`config.mk`:
```
export PLATFORM = sky130hd
export DESIGN_NAME = pwn_edge
export DESIGN_NICKNAME = d
export VERILOG_FILES = /design/src/pwn_pkg.sv /design/src/pwn_edge.sv
export SDC_FILE = /design/constraint.sdc
export NUM_CORES = 2
export LEC_CHECK = 0
export BUFFER_PORTS_ARGS = -buffer_cell sky130_fd_sc_hd__buf_4
export CAP_MARGIN = 15
export CORE_ASPECT_RATIO = 0.6
export CORE_MARGIN = 5
export CORE_UTILIZATION = 32
export DETAILED_ROUTE_END_ITERATION = 8
export PLACE_DENSITY = 0.56
export SLEW_MARGIN = 30
export SYNTH_ARGS = -nofsm -noshare
export SYNTH_HDL_FRONTEND = slang
export SYNTH_SLANG_ARGS = --single-unit
export TNS_END_PERCENT = 30
```
`constraint.sdc`:
```
create_clock -name clock -period 12 [get_ports clock]
set_clock_uncertainty 0.2 [all_clocks]
set_input_delay 0.6 -clock clock [delete_from_list [all_inputs] [get_ports clock]]
set_output_delay 0.6 -clock clock [all_outputs]
set_load 0.01 [all_outputs]
```
`src/pwn_pkg.sv`:
```
package pwn_pkg;

   localparam int VINDEX_W = 10;
   localparam int ROWS_W   = 11;
   localparam int WIND_W   = 11;

   localparam logic ACTION_WRITE = 1'b0;
   localparam logic ACTION_QUERY = 1'b1;

   typedef struct packed {
      logic busy;
      logic inc;
      logic dec;
   } edge_status_type;

endpackage

```
`src/pwn_edge.sv`:
```
module pwn_edge import pwn_pkg::*; #(
   parameter int COORD_BITS = 24
) (
   input  logic                         clock,
   input  logic                         reset,
   input  logic                         in_valid,
   input  logic signed [COORD_BITS-1:0] x0,
   input  logic signed [COORD_BITS-1:0] y0,
   input  logic signed [COORD_BITS-1:0] x1,
   input  logic signed [COORD_BITS-1:0] y1,
   input  logic signed [COORD_BITS-1:0] px,
   input  logic signed [COORD_BITS-1:0] py,
   output edge_status_type              status
);

   localparam int DW = COORD_BITS + 1;
   localparam int PW = 2 * DW;

   logic signed [DW-1:0] dx_ff, dyp_ff, dxp_ff, dy_ff;
   logic                 up_ff, down_ff, va_ff;
   logic signed [PW-1:0] p1_ff, p2_ff;
   logic                 up2_ff, down2_ff, vb_ff;

   logic signed [PW-1:0] p1_in, p2_in;

   assign p1_in = PW'(dx_ff) * PW'(dyp_ff);
   assign p2_in = PW'(dxp_ff) * PW'(dy_ff);

   always_ff @(posedge clock) begin
      if (reset) begin
         va_ff <= 1'b0;
         vb_ff <= 1'b0;
      end else begin
         va_ff <= in_valid;
         vb_ff <= va_ff;
      end
   end

   always_ff @(posedge clock) begin
      dx_ff    <= DW'(x1) - DW'(x0);
      dyp_ff   <= DW'(py) - DW'(y0);
      dxp_ff   <= DW'(px) - DW'(x0);
      dy_ff    <= DW'(y1) - DW'(y0);
      up_ff    <= (y0 <= py) && (y1 > py);
      down_ff  <= (y0 > py) && (y1 <= py);
      p1_ff    <= p1_in;
      p2_ff    <= p2_in;
      up2_ff   <= up_ff;
      down2_ff <= down_ff;
   end

   always_comb begin
      status.busy  = va_ff || vb_ff;
      status.inc   = vb_ff && up2_ff && (p1_ff > p2_ff);
      status.dec   = vb_ff && down2_ff && (p1_ff < p2_ff);
   end

endmodule

```
### Word-level counts from Yosys, hierarchy flattened

Cells that the tools add are included.

| word-level totals | value |
|---|---|
| bits in registers | 206 |
| bits of input ports | 147 |
| output and inout bits | 3 |
| word-level logic and storage cells | 31 |

| operators by class | value |
|---|---|
| $add $sub $neg | 4 |
| multipliers | 2 |
| $lt $le $gt $ge | 6 |
| reduce and logical (&&, ||, !) cells | 7 |

Operators by type and width:

| operator | number |
|---|---|
| $mul A25 B25 Y50 | 2 |
| $sub A24 B24 Y25 | 4 |
| $gt A50 B50 Y1 | 1 |
| $lt A50 B50 Y1 | 1 |
| $gt A24 B24 Y1 | 2 |
| $le A24 B24 Y1 | 2 |
| $logic_and A1 B1 Y1 | 6 |
| $logic_or A1 B1 Y1 | 1 |

### Depth between registers and ports, before layout

| logic depth | value |
|---|---|
| depth in word-level cells | 2 |
| gate-level depth with buffers | 29 |
| gate-level depth less buffers | 26 |

### Worst setup path after synthesis

OpenSTA, ideal clock, no wires.

| timing path | value |
|---|---|
| path type | register -> register |
| start | register dx_ff[24] |
| end | register p1_ff[48] |
| setup time | 0.135 ns |
| arrival time | 6.691 ns |
| required time | 11.665 ns |
| slack | 4.975 ns |
| cell stages (with the launch flop) | 24 |
| buffers on the path | 1 |
| period minus slack after synthesis | 7.025 ns |
| cells stage by stage | dfxtp_1 -> clkbuf_1 -> nand2_1 -> inv_1 -> fa_1 -> fa_1 -> inv_1 -> fa_1 -> fa_1 -> fa_1 -> fa_1 -> fa_1 -> inv_1 -> ha_1 -> and4_1 -> a211o_1 -> a211oi_1 -> or2_1 -> nand3_1 -> o21ai_2 -> o21ai_2 -> a31oi_1 -> or3_1 -> o211ai_1 |

| on the way | value |
|---|---|
| word-level cells in the longest chain between the ends | 1 |

Ends and longest elaborated chain:

| item | RTL line | text |
|---|---|---|
| start, declared | pwn_edge.sv:19 | `logic signed [DW-1:0] dx_ff, dyp_ff, dxp_ff, dy_ff;` |
| start signal, assigned | pwn_edge.sv:40 | `dx_ff <= DW'(x1) - DW'(x0);` |
| $mul A25 B25 Y50 | pwn_edge.sv:26 | `assign p1_in = PW'(dx_ff) * PW'(dyp_ff);` |
| net p1_in[48] | pwn_edge.sv:24 | `logic signed [PW-1:0] p1_in, p2_in;` |
| end signal, assigned | pwn_edge.sv:46 | `p1_ff <= p1_in;` |
| end, declared | pwn_edge.sv:21 | `logic signed [PW-1:0] p1_ff, p2_ff;` |

The timed path passes the listed nets, and every way through them passes these cells.
A chain may end at the register's enable or synchronous reset.

### Worst setup path after layout

| timing path | value |
|---|---|
| start | register dyp_ff[24] |
| end | register p1_ff[49] |

| on the way | value |
|---|---|
| word-level cells in the longest chain between the ends | 1 |

Ends and longest elaborated chain:

| item | RTL line | text |
|---|---|---|
| start, declared | pwn_edge.sv:19 |  |
| start signal, assigned | pwn_edge.sv:41 | `dyp_ff <= DW'(py) - DW'(y0);` |
| $mul A25 B25 Y50 | pwn_edge.sv:26 |  |
| net p1_in[49] | pwn_edge.sv:24 |  |

The timed path passes the listed nets, and every way through them passes these cells.

==> flow_summary.ini <==
[final_layout]
fin_nets = 8020
layout_common_cells = 1456 x inv_1, 1319 x fa_1, 698 x nand2_1
stdcell_area_um2 = 61000
final_common_cell = inv_1
num-fill-cells = 18006
drive_above_1_share = 0.0557
fin_util = 0.349
synthToLayoutAreaGrowth_pct = 8.82

[sta]
worstMarginPinSlew_ns = 0.960
worst_slack_ns = 3.75
final-max-slew-violation-count = 0
fmax_mhz = 121
finalHoldViolations = 0
setup_tns_ns = 0
setup_viol = 0
slew_headroom = 0.359
rsz0062_at_grt = false
finalCriticalPeriod_ns = 8.25
period_share = 0.687

[clocking]
cts.sinks = 206
clk_latency_ns = 0.61
cts_buffer_depth = 3
cts_max_level = 1
root_buffer = clkbuf_16
cts_tree = done
clk_pin_slew_ns = 0.08
numCtsBuffers = 28

[global_route]
grt_pass1_vias = 43300
overflow = 0
grt_usage = 0.182
antenna_found_initial = 8
grt_pass1_wl_um = 259000
grt_max_degree = 26

[setup_path]
reg2reg_to = p1_ff[49]$_DFF_P_
startpoint_type = register
path_class = register to register
worstPathArrival_ns = 8.53
crit_fanout = 17
rrSetupSlack_ns = 3.75
crit-reg2reg-launch = dyp_ff[24]$_DFF_P_
crit_required_ns = 12.28
worst_setup_path_end_kind = register
reg2regPathDepth = 21

[detailed_routing]
drt_iter0_markers = 2927
detail_route.wl_per_cell_um = 19.3
wl_um = 164000
ant_nets = 0
via_count = 40336
drc = 0
dr.pass1.iters = 5
viasPerCell = 4.76

[die]
fp.dieH_um = 334
initial_core_util = 0.321
coreArea_um2 = 175000
die_x_um = 550
io_pins = 150
row_count = 119
dieArea_um2 = 184000

[hold_path]
min_from = x1[0]
hold_depth = 4
hp-class = input port to register
holdPathEnd = dx_ff[0]$_DFF_P_

[yosys]
yosys-top-cells-area = fa_1 47%, ha_1 10%, inv_1 9.8%
synth_flop_cell = dfxtp_1
synth_top_area_share = 0.471
synth_top_area_cell = fa_1
async_reset_ff_frac = 0
ys_seq_area_frac = 0.0736
synth_warnings = 0
synthesis.area_um2 = 56000
ys_types = 77
syn-num-nets = 7967
ys_ff_latch = 206
synth_cells = 6047
avgSynthCellArea_um2 = 9.27
synth_edf_count = 0

[placed_design]
dpl_cell_area_um2 = 60000
place_ws_ns = 3.78
portBuffers = 149
gp_congestion = 0.899
dpl.hpwl_um = 138000

[status]
outcome = complete, no violations

[flow_run]
maxCapViolations = 0
[cells in the mapped netlist (all sizes together), types with 4 or more instances]
| master | n |
|---|---|
| o211ai | 12 |
| and3 | 19 |
| or2 | 11 |
| nand4 | 31 |
| or3 | 14 |
| nand2 | 698 |
| nor2 | 131 |
| a221o | 5 |
| nor4 | 13 |
| buf | 7 |
| a31oi | 13 |
| a2111oi | 4 |
| o21ai | 99 |
| and2 | 610 |
| fa | 1320 |
| a21o | 113 |
| a221oi | 9 |
| xnor2 | 129 |
| ha | 453 |
| o22ai | 6 |
| nand2b | 31 |
| o21bai | 16 |
| a211oi | 14 |
| clkbuf | 214 |
| a21oi | 157 |
| inv | 1456 |
| dfxtp | 206 |
| o31ai | 11 |
| nor2b | 33 |
| and4 | 8 |
| nand3 | 40 |
| xor2 | 50 |
| o2111ai | 4 |
| nor3 | 25 |
| o21a | 28 |
| a21boi | 20 |
[flip-flops by register name, summed over array words and instances (netlist names)]
register and cells:
dxp_ff 25, va_ff 1, up_ff 1, p2_ff 50, p1_ff 50, dy_ff 25
dx_ff 25, down2_ff 1, up2_ff 1, vb_ff 1, dyp_ff 25, down_ff 1
[per-stage QoR]
| stage | std cells | hold slack (ns) |
|---|---|---|
| after floorplan | 6047 | 0.110 |
| after global placement | 8427 | 0.115 |
| after detailed placement | 8427 | 0.122 |
| after CTS | 8480 | 0.103 |
| after global routing | 8480 | 0.142 |
| final | 8482 | 0.137 |
[worst max-delay path by stage]
| stage | startpoint | to | slack, ns | cells after the start |
|---|---|---|---|---|
| 3_5_place_dp | dyp_ff[24]$_DFF_P_ | p1_ff[49]$_DFF_P_ | 3.78 | 21 |
| 4_1_cts | dyp_ff[24]$_DFF_P_ | p1_ff[49]$_DFF_P_ | 3.78 | 21 |
| 5_1_grt | dyp_ff[24]$_DFF_P_ | p1_ff[49]$_DFF_P_ | 3.35 | 21 |
| 3_3_place_gp | dyp_ff[24]$_DFF_P_ | p1_ff[49]$_DFF_P_ | 4.03 | 21 |
| 2_1_floorplan | dx_ff[24]$_DFF_P_ | p1_ff[48]$_DFF_P_ | 4.97 | 23 |
| 6_report | dyp_ff[24]$_DFF_P_ | p1_ff[49]$_DFF_P_ | 3.75 | 21 |
[area by class of cell]
type,instances,area [µm²],area share
Clock inverter,16,200,0.00328
Clock buffer,35,767,0.0126
Multi-Input combinational cell,4162,45600,0.748
Sequential cell,206,4130,0.0678
Timing Repair Buffer,244,1840,0.0301
Antenna cell,2,5.00,0.0000821
Tap cell,2359,2950,0.0484
Inverter,1458,5470,0.0897
[critical path: stages (launching register included)]
cell and delay (ns):
dfxtp_1 0.80, clkinv_1 0.75, nor2_1 0.33, fa_1 0.47
fa_1 0.52, fa_1 0.44, fa_1 0.56, fa_1 0.45
fa_1 0.49, inv_1 0.05, fa_1 0.51, inv_1 0.05
ha_1 0.35, nand2_1 0.09, nor4_1 0.27, nor2_1 0.12
or4_1 0.51, a21oi_2 0.28, o21ai_1 0.20, o211ai_2 0.27
a2111oi_2 0.10, nor4bb_1 0.30
[repair_timing]
action | CTS | global route
setup endpoints to repair | 0 | 0
buffers inserted | 0 | 0
hold buffers | 2 | 0
gates resized for setup | 0 | 0
endpoints found under the hold margin | 2 | 0
[layer usage]
layer	part of all wire	track usage	vias to the layer above	routed length, µm
met5	0.00016	0	-	26
met1	0.47	0.275	20839	77800
li1	-	-	18011	-
met4	0.039	0.0560	4	6340
met2	0.42	0.266	1312	68100
met3	0.071	0.0299	170	11600
[logic make-up (layout without fill, tap and decap cells)]
group                    count (synthesis)  in the layout  share of synthesized area
XOR/XNOR                               179            179                     0.0280
adder cells (fa/ha/maj)               1773           1773                      0.573
other                                    0              2                          0
flip-flops                             206            206                     0.0736
buffers and inverters                 1679           1753                      0.113
AO/OA/AOI/OAI                          533            533                     0.0633
AND/OR/NAND/NOR                       1674           1674                      0.149
multiplexers                             3              3                   0.000558
Power is not shown: default switching activity piles up to over one toggle a cycle in this logic, so the estimate is an artifact.
